## config.mk

```make
export PLATFORM = sky130hd
export DESIGN_NAME = packet_word_repacker_core
export DESIGN_NICKNAME = d
export VERILOG_FILES = /design/src/sv/pwr_pkg.sv /design/src/sv/pwr_ctrl.sv /design/src/sv/pwr_datapath.sv /design/src/sv/packet_word_repacker_core.sv
export SDC_FILE = /design/constraint.sdc
export NUM_CORES = 1
export LEC_CHECK = 0
export ABC_AREA = 1
export BUFFER_PORTS_ARGS = -buffer_cell sky130_fd_sc_hd__buf_2
export CAP_MARGIN = 20
export CELL_PAD_IN_SITES_DETAIL_PLACEMENT = 1
export CELL_PAD_IN_SITES_GLOBAL_PLACEMENT = 1
export CORE_UTILIZATION = 42
export DETAILED_ROUTE_END_ITERATION = 6
export PLACE_DENSITY = 0.9
export SLEW_MARGIN = 20
export SYNTH_ARGS = -nofsm -noshare
export SYNTH_HDL_FRONTEND = slang
export SYNTH_SLANG_ARGS = --single-unit
export TNS_END_PERCENT = 50
```

## constraint.sdc

```tcl
create_clock -name clk -period 6.2 [get_ports clk]
set_input_delay 0.62 -clock clk [delete_from_list [all_inputs] [get_ports clk]]
set_output_delay 0.62 -clock clk [all_outputs]
set_load 0.005 [all_outputs]
```

## src/sv/pwr_pkg.sv

```systemverilog
// Shared types, constants and a helper function of the packet word repacker.
`default_nettype none

package pwr_pkg;

    localparam int MAX_WIDTH_BYTES = 64;
    localparam int MAX_CHUNK_WORDS = 256;
    localparam int CHUNK_LIMIT     = (MAX_CHUNK_WORDS < 256) ? MAX_CHUNK_WORDS : 256;
    localparam int MIN_WIDTH_BYTES = 4;
    localparam int GATHER_CAP      = 127;

    typedef enum logic [1:0] {
        REG_OUT_WIDTH   = 2'd0,
        REG_HEADER_HOLE = 2'd1,
        REG_FIRST_CHUNK = 2'd2,
        REG_LATER_CHUNK = 2'd3
    } pwr_reg_t;

    typedef struct packed {
        logic accept;
        logic emit;
        logic flush;
    } pwr_cmd_t;

    typedef struct packed {
        logic emit_need;
        logic more;
    } pwr_sts_t;

    // Chunk length minus one, with the length held to 1..CHUNK_LIMIT.
    function automatic logic [7:0] chunk_span(input logic [8:0] words);
        logic [8:0] c;
        c = words;
        if (c == 9'd0)
        begin
            c = 9'd1;
        end
        if (c > 9'(CHUNK_LIMIT))
        begin
            c = 9'(CHUNK_LIMIT);
        end
        return 8'(c - 9'd1);
    endfunction

endpackage

`default_nettype wire

```

## src/sv/pwr_ctrl.sv

```systemverilog
// Controller of the packet word repacker: word acceptance, end-of-packet flush and output valid.
`default_nettype none

module pwr_ctrl
    import pwr_pkg::*;
(
    input  wire logic     clk,
    input  wire logic     rst_n,
    input  wire logic     in_valid,
    output logic          in_ready,
    output logic          out_valid,
    input  wire logic     out_ready,
    input  wire pwr_sts_t sts,
    output pwr_cmd_t      cmd
);

    typedef enum logic {
        S_ACCEPT,
        S_FLUSH
    } state_t;

    state_t state_reg, state_next;
    logic   out_valid_reg, out_valid_next;
    logic   slot_free;

    assign slot_free = !out_valid_reg || out_ready;

    always_comb
    begin
        state_next = state_reg;
        cmd        = '0;
        in_ready   = 1'b0;
        unique case (state_reg)
            S_ACCEPT:
            begin
                in_ready   = slot_free;
                cmd.accept = in_valid && slot_free;
                cmd.emit   = cmd.accept && sts.emit_need;
                if (cmd.emit && sts.more)
                begin
                    state_next = S_FLUSH;
                end
            end
            S_FLUSH:
            begin
                cmd.flush = 1'b1;
                cmd.emit  = slot_free;
                if (cmd.emit && !sts.more)
                begin
                    state_next = S_ACCEPT;
                end
            end
            default:
            begin
                state_next = S_ACCEPT;
            end
        endcase
        if (cmd.emit)
        begin
            out_valid_next = 1'b1;
        end
        else if (out_ready)
        begin
            out_valid_next = 1'b0;
        end
        else
        begin
            out_valid_next = out_valid_reg;
        end
    end

    always_ff @(posedge clk or negedge rst_n)
    begin
        if (!rst_n)
        begin
            state_reg     <= S_ACCEPT;
            out_valid_reg <= 1'b0;
        end
        else
        begin
            state_reg     <= state_next;
            out_valid_reg <= out_valid_next;
        end
    end

    assign out_valid = out_valid_reg;

endmodule

`default_nettype wire

```

## src/sv/pwr_datapath.sv

```systemverilog
// Datapath of the packet word repacker: configuration, byte count, chunk tracking and output word.
`default_nettype none

module pwr_datapath
    import pwr_pkg::*;
(
    input  wire logic        clk,
    input  wire logic        rst_n,
    input  wire pwr_cmd_t    cmd,
    output pwr_sts_t         sts,
    input  wire logic        cfg_write,
    input  wire logic [1:0]  cfg_index,
    input  wire logic [8:0]  cfg_data,
    input  wire logic [31:0] packet_id,
    input  wire logic [7:0]  source_port,
    input  wire logic [15:0] packet_bytes,
    input  wire logic [2:0]  packet_priority,
    input  wire logic [6:0]  in_valid_bytes,
    input  wire logic        in_pkt_end,
    input  wire logic        in_chunk_end,
    output logic [31:0]      out_packet_id,
    output logic [7:0]       out_source_port,
    output logic [15:0]      out_packet_bytes,
    output logic [2:0]       out_priority,
    output logic [15:0]      word_sequence,
    output logic             pkt_start,
    output logic             pkt_end,
    output logic             chunk_open,
    output logic             chunk_close,
    output logic [6:0]       out_valid_bytes,
    output logic             last_of_run
);

    logic [6:0]  width_cfg_reg;
    logic [5:0]  hole_cfg_reg;
    logic [8:0]  first_cfg_reg;
    logic [8:0]  later_cfg_reg;

    logic        in_packet_reg, in_packet_next;
    logic [6:0]  gathered_reg, gathered_next;
    logic        past_first_reg, past_first_next;
    logic [7:0]  word_in_chunk_reg, word_in_chunk_next;
    logic [15:0] seq_reg, seq_next;
    logic [31:0] held_id_reg, held_id_next;
    logic [7:0]  held_port_reg, held_port_next;
    logic [15:0] held_bytes_reg, held_bytes_next;
    logic [2:0]  held_prio_reg, held_prio_next;

    logic [31:0] o_id_reg;
    logic [7:0]  o_port_reg;
    logic [15:0] o_bytes_reg;
    logic [2:0]  o_prio_reg;
    logic [15:0] o_seq_reg;
    logic        o_sop_reg, o_eop_reg, o_first_reg, o_last_reg, o_run_reg;
    logic [6:0]  o_valid_reg;

    logic [6:0]  width;
    logic        start;
    logic [6:0]  base;
    logic [7:0]  sum;
    logic [6:0]  g1;
    logic        ends_in;
    logic [6:0]  g_sel;
    logic        ends_sel;
    logic        eop_w;
    logic [31:0] id_cur;
    logic [7:0]  port_cur;
    logic [15:0] bytes_cur;
    logic [2:0]  prio_cur;
    logic [15:0] seq_cur;
    logic [7:0]  span;
    logic        w_first, w_last;
    logic        chunk_past_next;
    logic [7:0]  chunk_word_next;

    always_comb
    begin
        width = width_cfg_reg;
        if (width_cfg_reg < 7'(MIN_WIDTH_BYTES))
        begin
            width = 7'(MIN_WIDTH_BYTES);
        end
        else if (width_cfg_reg > 7'(MAX_WIDTH_BYTES))
        begin
            width = 7'(MAX_WIDTH_BYTES);
        end
    end

    always_comb
    begin
        start    = !in_packet_reg && (gathered_reg == 7'd0);
        base     = start ? 7'(hole_cfg_reg) : gathered_reg;
        sum      = {1'b0, base} + {1'b0, in_valid_bytes};
        g1       = (sum > 8'(GATHER_CAP)) ? 7'(GATHER_CAP) : sum[6:0];
        ends_in  = in_pkt_end && in_chunk_end;
        g_sel    = cmd.flush ? gathered_reg : g1;
        ends_sel = cmd.flush || ends_in;
        eop_w    = ends_sel && (g_sel <= width);

        sts.emit_need = (g1 >= width) || ends_in;
        sts.more      = ends_sel && !eop_w;

        if (!cmd.flush && start)
        begin
            id_cur    = packet_id;
            port_cur  = source_port;
            bytes_cur = packet_bytes;
            prio_cur  = packet_priority;
            seq_cur   = 16'd0;
        end
        else
        begin
            id_cur    = held_id_reg;
            port_cur  = held_port_reg;
            bytes_cur = held_bytes_reg;
            prio_cur  = held_prio_reg;
            seq_cur   = seq_reg;
        end
    end

    always_comb
    begin
        span            = past_first_reg ? chunk_span(later_cfg_reg) : chunk_span(first_cfg_reg);
        w_first         = 1'b0;
        w_last          = 1'b0;
        chunk_past_next = past_first_reg;
        chunk_word_next = word_in_chunk_reg + 8'd1;
        if (word_in_chunk_reg == 8'd0)
        begin
            w_first = 1'b1;
            if (span == 8'd0)
            begin
                w_last          = 1'b1;
                chunk_past_next = 1'b1;
                chunk_word_next = 8'd0;
            end
        end
        else if (word_in_chunk_reg == span)
        begin
            w_last          = 1'b1;
            chunk_past_next = 1'b1;
            chunk_word_next = 8'd0;
        end
    end

    always_comb
    begin
        in_packet_next     = in_packet_reg;
        gathered_next      = gathered_reg;
        past_first_next    = past_first_reg;
        word_in_chunk_next = word_in_chunk_reg;
        seq_next           = seq_reg;
        held_id_next       = held_id_reg;
        held_port_next     = held_port_reg;
        held_bytes_next    = held_bytes_reg;
        held_prio_next     = held_prio_reg;
        if (cmd.accept)
        begin
            in_packet_next  = 1'b1;
            gathered_next   = g1;
            held_id_next    = id_cur;
            held_port_next  = port_cur;
            held_bytes_next = bytes_cur;
            held_prio_next  = prio_cur;
            seq_next        = seq_cur;
        end
        if (cmd.emit)
        begin
            seq_next = seq_cur + 16'd1;
            if (eop_w)
            begin
                in_packet_next     = 1'b0;
                gathered_next      = 7'd0;
                past_first_next    = 1'b0;
                word_in_chunk_next = 8'd0;
            end
            else
            begin
                gathered_next      = (g_sel >= width) ? (g_sel - width) : 7'd0;
                past_first_next    = chunk_past_next;
                word_in_chunk_next = chunk_word_next;
            end
        end
    end

    always_ff @(posedge clk or negedge rst_n)
    begin
        if (!rst_n)
        begin
            width_cfg_reg     <= 7'(MAX_WIDTH_BYTES);
            hole_cfg_reg      <= 6'd0;
            first_cfg_reg     <= 9'd1;
            later_cfg_reg     <= 9'd1;
            in_packet_reg     <= 1'b0;
            gathered_reg      <= 7'd0;
            past_first_reg    <= 1'b0;
            word_in_chunk_reg <= 8'd0;
            seq_reg           <= 16'd0;
            held_id_reg       <= 32'd0;
            held_port_reg     <= 8'd0;
            held_bytes_reg    <= 16'd0;
            held_prio_reg     <= 3'd0;
        end
        else
        begin
            if (cfg_write)
            begin
                unique case (cfg_index)
                    REG_OUT_WIDTH:   width_cfg_reg <= cfg_data[6:0];
                    REG_HEADER_HOLE: hole_cfg_reg  <= cfg_data[5:0];
                    REG_FIRST_CHUNK: first_cfg_reg <= cfg_data;
                    REG_LATER_CHUNK: later_cfg_reg <= cfg_data;
                    default:         width_cfg_reg <= width_cfg_reg;
                endcase
            end
            in_packet_reg     <= in_packet_next;
            gathered_reg      <= gathered_next;
            past_first_reg    <= past_first_next;
            word_in_chunk_reg <= word_in_chunk_next;
            seq_reg           <= seq_next;
            held_id_reg       <= held_id_next;
            held_port_reg     <= held_port_next;
            held_bytes_reg    <= held_bytes_next;
            held_prio_reg     <= held_prio_next;
        end
    end

    always_ff @(posedge clk)
    begin
        if (cmd.emit)
        begin
            o_id_reg    <= id_cur;
            o_port_reg  <= port_cur;
            o_bytes_reg <= bytes_cur;
            o_prio_reg  <= prio_cur;
            o_seq_reg   <= seq_cur;
            o_sop_reg   <= !past_first_reg;
            o_eop_reg   <= eop_w;
            o_first_reg <= w_first;
            o_last_reg  <= w_last || eop_w;
            o_valid_reg <= eop_w ? g_sel : width;
            o_run_reg   <= eop_w || !ends_sel;
        end
    end

    assign out_packet_id    = o_id_reg;
    assign out_source_port  = o_port_reg;
    assign out_packet_bytes = o_bytes_reg;
    assign out_priority     = o_prio_reg;
    assign word_sequence    = o_seq_reg;
    assign pkt_start        = o_sop_reg;
    assign pkt_end          = o_eop_reg;
    assign chunk_open       = o_first_reg;
    assign chunk_close      = o_last_reg;
    assign out_valid_bytes  = o_valid_reg;
    assign last_of_run      = o_run_reg;

endmodule

`default_nettype wire

```

## src/sv/packet_word_repacker_core.sv

```systemverilog
// Top level of the packet word repacker: stream ports, configuration port and unit wiring.
// A result word reaches the master side in the cycle after its last input word is taken.
// Throughput: one word per cycle unless the master side stalls or a packet end flushes.
// A packet end that yields more than one output word sends one per cycle through the single
// output register unless the master stalls, and holds the input side until the last is sent.
// Reset: asynchronous active-low rst_n clears control state and loads register defaults.
`default_nettype none

module packet_word_repacker_core
    import pwr_pkg::*;
(
    input  wire logic        clk,
    input  wire logic        rst_n,
    input  wire logic        cfg_valid,
    output logic             cfg_ready,
    input  wire logic [1:0]  cfg_index,
    input  wire logic [8:0]  cfg_data,
    input  wire logic        s_axis_tvalid,
    output logic             s_axis_tready,
    // packet_id, source_port, packet_bytes, packet_priority, in_valid_bytes, zero pad
    input  wire logic [71:0] s_axis_tdata,
    // in_chunk_end
    input  wire logic [0:0]  s_axis_tuser,
    input  wire logic        s_axis_tlast,
    output logic             m_axis_tvalid,
    input  wire logic        m_axis_tready,
    // out_packet_id, out_source_port, out_packet_bytes, out_priority, word_sequence,
    // out_valid_bytes, zero pad
    output logic [87:0]      m_axis_tdata,
    // pkt_start, chunk_open, chunk_close, last_of_run
    output logic [3:0]       m_axis_tuser,
    output logic             m_axis_tlast
);

    pwr_cmd_t    cmd;
    pwr_sts_t    sts;
    logic [31:0] o_id;
    logic [7:0]  o_port;
    logic [15:0] o_bytes;
    logic [2:0]  o_prio;
    logic [15:0] o_seq;
    logic [6:0]  o_valid;

    assign cfg_ready = 1'b1;

    pwr_ctrl u_ctrl (
        .clk       (clk),
        .rst_n     (rst_n),
        .in_valid  (s_axis_tvalid),
        .in_ready  (s_axis_tready),
        .out_valid (m_axis_tvalid),
        .out_ready (m_axis_tready),
        .sts       (sts),
        .cmd       (cmd)
    );

    pwr_datapath u_datapath (
        .clk              (clk),
        .rst_n            (rst_n),
        .cmd              (cmd),
        .sts              (sts),
        .cfg_write        (cfg_valid),
        .cfg_index        (cfg_index),
        .cfg_data         (cfg_data),
        .packet_id        (s_axis_tdata[31:0]),
        .source_port      (s_axis_tdata[39:32]),
        .packet_bytes     (s_axis_tdata[55:40]),
        .packet_priority  (s_axis_tdata[58:56]),
        .in_valid_bytes   (s_axis_tdata[65:59]),
        .in_pkt_end       (s_axis_tlast),
        .in_chunk_end     (s_axis_tuser[0]),
        .out_packet_id    (o_id),
        .out_source_port  (o_port),
        .out_packet_bytes (o_bytes),
        .out_priority     (o_prio),
        .word_sequence    (o_seq),
        .pkt_start        (m_axis_tuser[0]),
        .pkt_end          (m_axis_tlast),
        .chunk_open       (m_axis_tuser[1]),
        .chunk_close      (m_axis_tuser[2]),
        .out_valid_bytes  (o_valid),
        .last_of_run      (m_axis_tuser[3])
    );

    assign m_axis_tdata = {6'd0, o_valid, o_seq, o_prio, o_bytes, o_port, o_id};

endmodule

`default_nettype wire

```

Yosys cells after proc, flatten, opt, wreduce, memory -nomap -nowiden

Index checks and enable logic that the tools add are counted.

Logic and storage cells: 127
Input bits: 90
Flip-flop bits (word level): 212

Add/subtract/negate cells: 6
Order comparisons: 8
Muxes and demuxes: 46
Equality and inequality tests: 5
Bitwise logic cells: 1
Reductions and logical operators: 35

Operator list:

| kind                                                        | count |
|---|---|
| 2-to-1 mux 7 bit                                            | 10 |
| 2-to-1 mux 16 bit                                           | 4 |
| 2-to-1 mux 8 bit                                            | 8 |
| 2-to-1 mux 32 bit                                           | 1 |
| > comparator 9 bit (second input constant)                  | 2 |
| zero test 9 bit                                             | 2 |
| 2-to-1 mux 1 bit                                            | 18 |
| 2-to-1 mux 9 bit                                            | 2 |
| adder 16 x 1 -> 16 bit (second input constant)              | 1 |
| zero test 8 bit                                             | 2 |
| subtractor 8 x 1 -> 8 bit (second input constant)           | 2 |
| greater-or-equal comparator 7 bit                           | 2 |
| logical AND 1 bit                                           | 9 |
| adder 7 x 7 -> 8 bit                                        | 1 |
| adder 8 x 1 -> 8 bit (second input constant)                | 1 |
| == test 8 bit                                               | 1 |
| > comparator 8 x 7 -> 1 bit (second input constant)         | 1 |
| AND reduction 2 bit                                         | 4 |
| > comparator 7 bit (second input constant)                  | 1 |
| <= comparator 7 bit                                         | 1 |
| zero test 1 bit                                             | 7 |
| zero test 7 bit                                             | 1 |
| less-than comparator 7 x 3 -> 1 bit (second input constant) | 1 |
| subtractor 7 bit                                            | 1 |
| 11 further kinds                                            | 18 |

Logic depth before layout (Yosys ltp)

Depth in word-level cells: 15
Gate-level depth with buffers: 32
Mapped depth without buffers: 31

Hierarchy

A second synthesis with hierarchy kept.

Cell total of the unflattened synthesis: 1,190
Area, all modules: 10,548.9 um^2

Modules (own cells, without submodules):

| module                    | cells an instance | instances | seq. area each (um^2) | area each (um^2) |
|---|---|---|---|---|
| pwr_datapath              | 1,163             | 1         | 5,694.2               | 10,348.7 |
| pwr_ctrl                  | 18                | 1         | 50.0                  | 140.1 |
| packet_word_repacker_core | 9                 | 1         | 0.0                   | 60.1 |

Worst setup path before layout

OpenSTA, ideal clock, no wires.

Kind: reg-to-reg
From: reg u_datapath.gathered_reg[5]
To: reg u_datapath.o_last_reg (netlist: u_datapath.chunk_close), enable pin
Slack: 1.437 ns
Arrival: 4.352 ns
Required time: 5.788 ns
Buffers on the path: 3
Setup time: 0.412 ns
Stages on the path, launching flop included: 26
Cells stage by stage: dfrtp_1 > inv_2 > nand4_1 > nor4_2 > and2_1 > buf_4 > a21oi_1 > inv_1 > ha_1 > nand3_1 > nand3_1 > a21oi_1 > o21bai_1 > nand2_1 > nand2_1 > a21oi_1 > inv_1 > nor2_1 > inv_1 > ha_1 > nand2_1 > o21ai_0 > o41ai_1 > nand2_1 > buf_2 > buf_2

RTL lines:

| what                     | RTL line            | text |
|---|---|---|
| start: declaration       | pwr_datapath.sv:40  | `logic [6:0] gathered_reg, gathered_next;` |
| start signal: assignment | pwr_datapath.sv:217 | `gathered_reg <= gathered_next;` |
| end signal: assignment   | pwr_datapath.sv:240 | `o_last_reg <= w_last \|\| eop_w;` |
| end: declaration         | pwr_datapath.sv:54  | `logic o_sop_reg, o_eop_reg, o_first_reg, o_last_reg, o_run_reg;` |

Worst setup path in the final report

From: reg u_datapath.gathered_reg[0]
To: reg u_datapath.gathered_reg[3]

Longest elaborated chain between the ends: 11

Ends and longest elaborated chain:

| what                                                                  | RTL line                                | text |
|---|---|---|
| zero test 7 bit                                                       | pwr_datapath.sv:91                      | `start = !in_packet_reg && (gathered_reg == 7'd0);` |
| logical AND 1 bit                                                     | pwr_datapath.sv:91                      |  |
| 2-to-1 mux 7 bit                                                      | pwr_datapath.sv:92                      | `base = start ? 7'(hole_cfg_reg) : gathered_reg;` |
| adder 7 x 7 -> 8 bit                                                  | pwr_datapath.sv:93                      | `sum = {1'b0, base} + {1'b0, in_valid_bytes};` |
| > comparator 8 x 7 -> 1 bit                                           | pwr_datapath.sv:94                      | `g1 = (sum > 8'(GATHER_CAP)) ? 7'(GATHER_CAP) : sum[6:0];` |
| 2-to-1 mux 7 bit                                                      | pwr_datapath.sv:94                      |  |
| 2-to-1 mux 7 bit or greater-or-equal comparator 7 bit (tied branches) | pwr_datapath.sv:96, pwr_datapath.sv:100 |  |
| subtractor 7 bit (tied with other cells)                              | pwr_datapath.sv:179                     | `gathered_next = (g_sel >= width) ? (g_sel - width) : 7'd0;` |
| 2-to-1 mux 7 bit (tied with other cells)                              | pwr_datapath.sv:179                     |  |
| 2-to-1 mux 7 bit or case mux 1 bit (2 select lines) (tied branches)   | pwr_datapath.sv:170, pwr_ctrl.sv:33     |  |
| 2-to-1 mux 7 bit or nonzero test 2 bit (tied branches)                | -                                       |  |

Several ways; a longest one is shown, not always the timed one. The select of a mux whose other input is x is not followed.
A chain may end at the register's enable or synchronous reset.

==> impl_results.md <==
* Setup Crit Path Kind: flip-flop to flip-flop
* Syn. warnings at 0
* Row Count at 57
* Max-slew violations at 0
* Multi-input gate area at 3980 sq um
* Max frequency at 184 MHz
* Global-route wire length before repair at 46500 um
* Min-Delay Path Class: input port to asynchronous set/reset pin
* ANT nets after route at 0
* DP Wirelength at 20200 um
* Reg2reg path depth at 25
* Fin crit period at 5430 ps
* Count of final hold-check violations at 0
* EDFF count, synth at 87
* Setup ws final at 766 ps
* Slowest cell on the critical path: o41ai_1
* Mapped Cells at 1207
* Die height at 161 um
* Asr flop ratio synth at 0.590
* Core area at 24500 sq um
* Slew at the pin closest to its max-slew limit at 1070 ps
* Final-report setup violation count at 0
* Cell Area, Placed at 11700 sq um
* Fillers at 2960
* Crit path max fanout at 11
* XOR/XNOR Fraction of Synth Area at 0.0223
* H-tree Lvls at 1
* Worst VDD drop at 0.353 mV
* Synth Cell Area at 10600 sq um
* Vias per inst at 5.11
* Largest net degree at the start of global routing at 124
* CTS Sinks at 212
* Fin crit share at 0.876
* FF-to-FF End: u_datapath.gathered_reg[3]
* Pre-antenna DRT Iters at 5
* Iter 0 DRT Violations at 603
* Post-CTS setup-driven buffer insertion count at 0
* Cell Pwr Density at 502 nW/um^2
* Worst R2R Setup Slack at 770 ps
* IO Pins at 186
* FF+latch area at 5740 sq um
* Setup TNS at 0 ps
* Vias post-DR at 8711
* Wirelength, routed at 28500 um
* Critical Path Source Type: flip-flop
* Post-route DRC violation count at 0
* Worst slew margin at 0.280
* Worst Path Required at 6630 ps
* Status: finished clean
* Worst-Skew Late Latency at 520 ps
* Clk buf depth at 3
* Fraction of layout cells with a size suffix above 1 at 0.199
* Clock-pin slew on the worst setup and hold paths at 60 ps
* Leakage at 5.76 nW
* CP endpoint kind: flip-flop
* Post-CTS Hold Fix Bufs at 0
* Slowest cell delay on critical path at 620 ps
* Synthesis-to-finish area growth at 17.1%
* Mux contribution to synthesized area at 0
* Clock Root Buffer: clkbuf_16
* Largest family of logic cells by synthesized area: simple AND/OR/NAND/NOR gates
* Number of synthesized register bits at 212
* Vias in the first global route at 9239
* Design Power at 0.00625 W
* Worst path arrival time at 5860 ps
* Die area at 25900 sq um
* Sequential share of the synthesized area at 0.541
* Max Cap Viol at 0
* Fin nets at 1480
* Synth Area in Adders at 0.0356
* Synth Area in Simple Gates at 0.196
* PortBufs at 172
* Most frequent cells in the layout: nand2_1 (309), o21ai_0 (175), buf_2 (171), inv_1 (163), dfrtp_1 (122)
* Starting Density at 0.433
* GRT Resource Usage Total at 0.224
* Top FF cell, synth: dfrtp_1
* Congestion Overflow GR at 0
* Commonest non-fill, non-tap cell in the layout: nand2_1
* DP Worst Slack at 829 ps
* RR Startpoint: u_datapath.gathered_reg[0]
* CTS tree: built
* Final clock skew at 9.08 ps
* Post-route cell area at 12400 sq um
* RSZ-0062 raised after global routing: no
* Routability cong. at 0.841
* Total CTS buffers at 23
* Antenna violations before repair at 4
* Synth Area in Compound Gates at 0.117
* Die X at 161 um
* CTS resizes at 0
* Syn_area_per_cell at 8.80 sq um
* Final core utilization at 0.507
* Most used cell, CP: a21oi_1
* Yosys cell types at 47
* Routed wire per std cell at 16.7 um
==> cells by family after synthesis <==
group	Yosys count
adders and majority gates	29
AOI/OAI and AO/OA	228
xor gates and xnor gates	27
DFF	212
other	2
buffers and inverters	227
and+or+nand+nor	482
==> synthesized netlist by cell type, types with 11 or more instances <==
cell type | number | area [sq um]
nand2_1 | 310 | 1160
edfxtp_1 | 87 | 2610
inv_2 | 11 | 41.3
nand4_1 | 13 | 81.3
ha_1 | 27 | 338
dfrtp_1 | 122 | 3050
xor2_1 | 23 | 201
nand2_2 | 13 | 81.3
o21ai_0 | 175 | 876
nand3_1 | 47 | 235
inv_1 | 163 | 612
clkbuf_1 | 22 | 82.6
nor2_1 | 68 | 255
a21oi_1 | 15 | 75.1
buf_4 | 16 | 120
==> per-layer routing <==
layer  track usage  vias up  part of all wire
met5             0        -                 0
met4         0.105        0             0.041
li1              -     4185                 -
met1         0.271     4265              0.41
met3        0.0259       74             0.033
met2         0.398      187              0.51
==> how the worst max path moves through the flow <==
stage | start | to | slack (ps) | cells past startpoint
2_1_floorplan | u_datapath.gathered_reg[5] | u_datapath.chunk_close | 1440 | 25
3_3_place_gp | u_datapath.gathered_reg[0] | u_datapath.gathered_reg[6] | 1040 | 25
3_5_place_dp | u_datapath.gathered_reg[0] | u_datapath.gathered_reg[3] | 830 | 25
4_1_cts | u_datapath.gathered_reg[0] | u_datapath.gathered_reg[3] | 770 | 25
5_1_grt | u_datapath.gathered_reg[0] | u_datapath.gathered_reg[3] | 250 | 25
6_report | u_datapath.gathered_reg[0] | u_datapath.gathered_reg[3] | 770 | 25
==> power breakdown <==
| group | leakage, nW | switching (W) | internal, W |
|---|---|---|---|
| clock network | 0.363 | 0.000569 | 0.000781 |
| registers | 2.49 | 0.000235 | 0.00218 |
| logic | 2.91 | 0.00163 | 0.000853 |
| total | 5.76 | 0.00243 | 0.00381 |
==> layout make-up <==
cell class / count / share of cell area
tap: 324 / 0.0326
clock inverter: 13 / 0.00996
multi-input combinational: 773 / 0.320
timing repair buffer: 176 / 0.0728
sequential: 212 / 0.462
antenna: 4 / 0.000805
inverter: 175 / 0.0530
clock buffer: 29 / 0.0489
==> critical path: cells and delay by family, from the launching register on <==
| family | cells | cell delay (ps) |
|---|---|---|
| fa+ha+maj | 2 | 610 |
| simple gates | 10 | 1590 |
| flops | 1 | 380 |
| buf+inv | 3 | 560 |
| compound gates | 10 | 2210 |
==> metrics by stage <==
step,hold WS [ps],cells
floorplan,324,1212
global route,271,1706
global placement,464,1660
finish,207,1706
CTS,214,1702
detailed placement,480,1660
(Power assumes the default switching activity.)
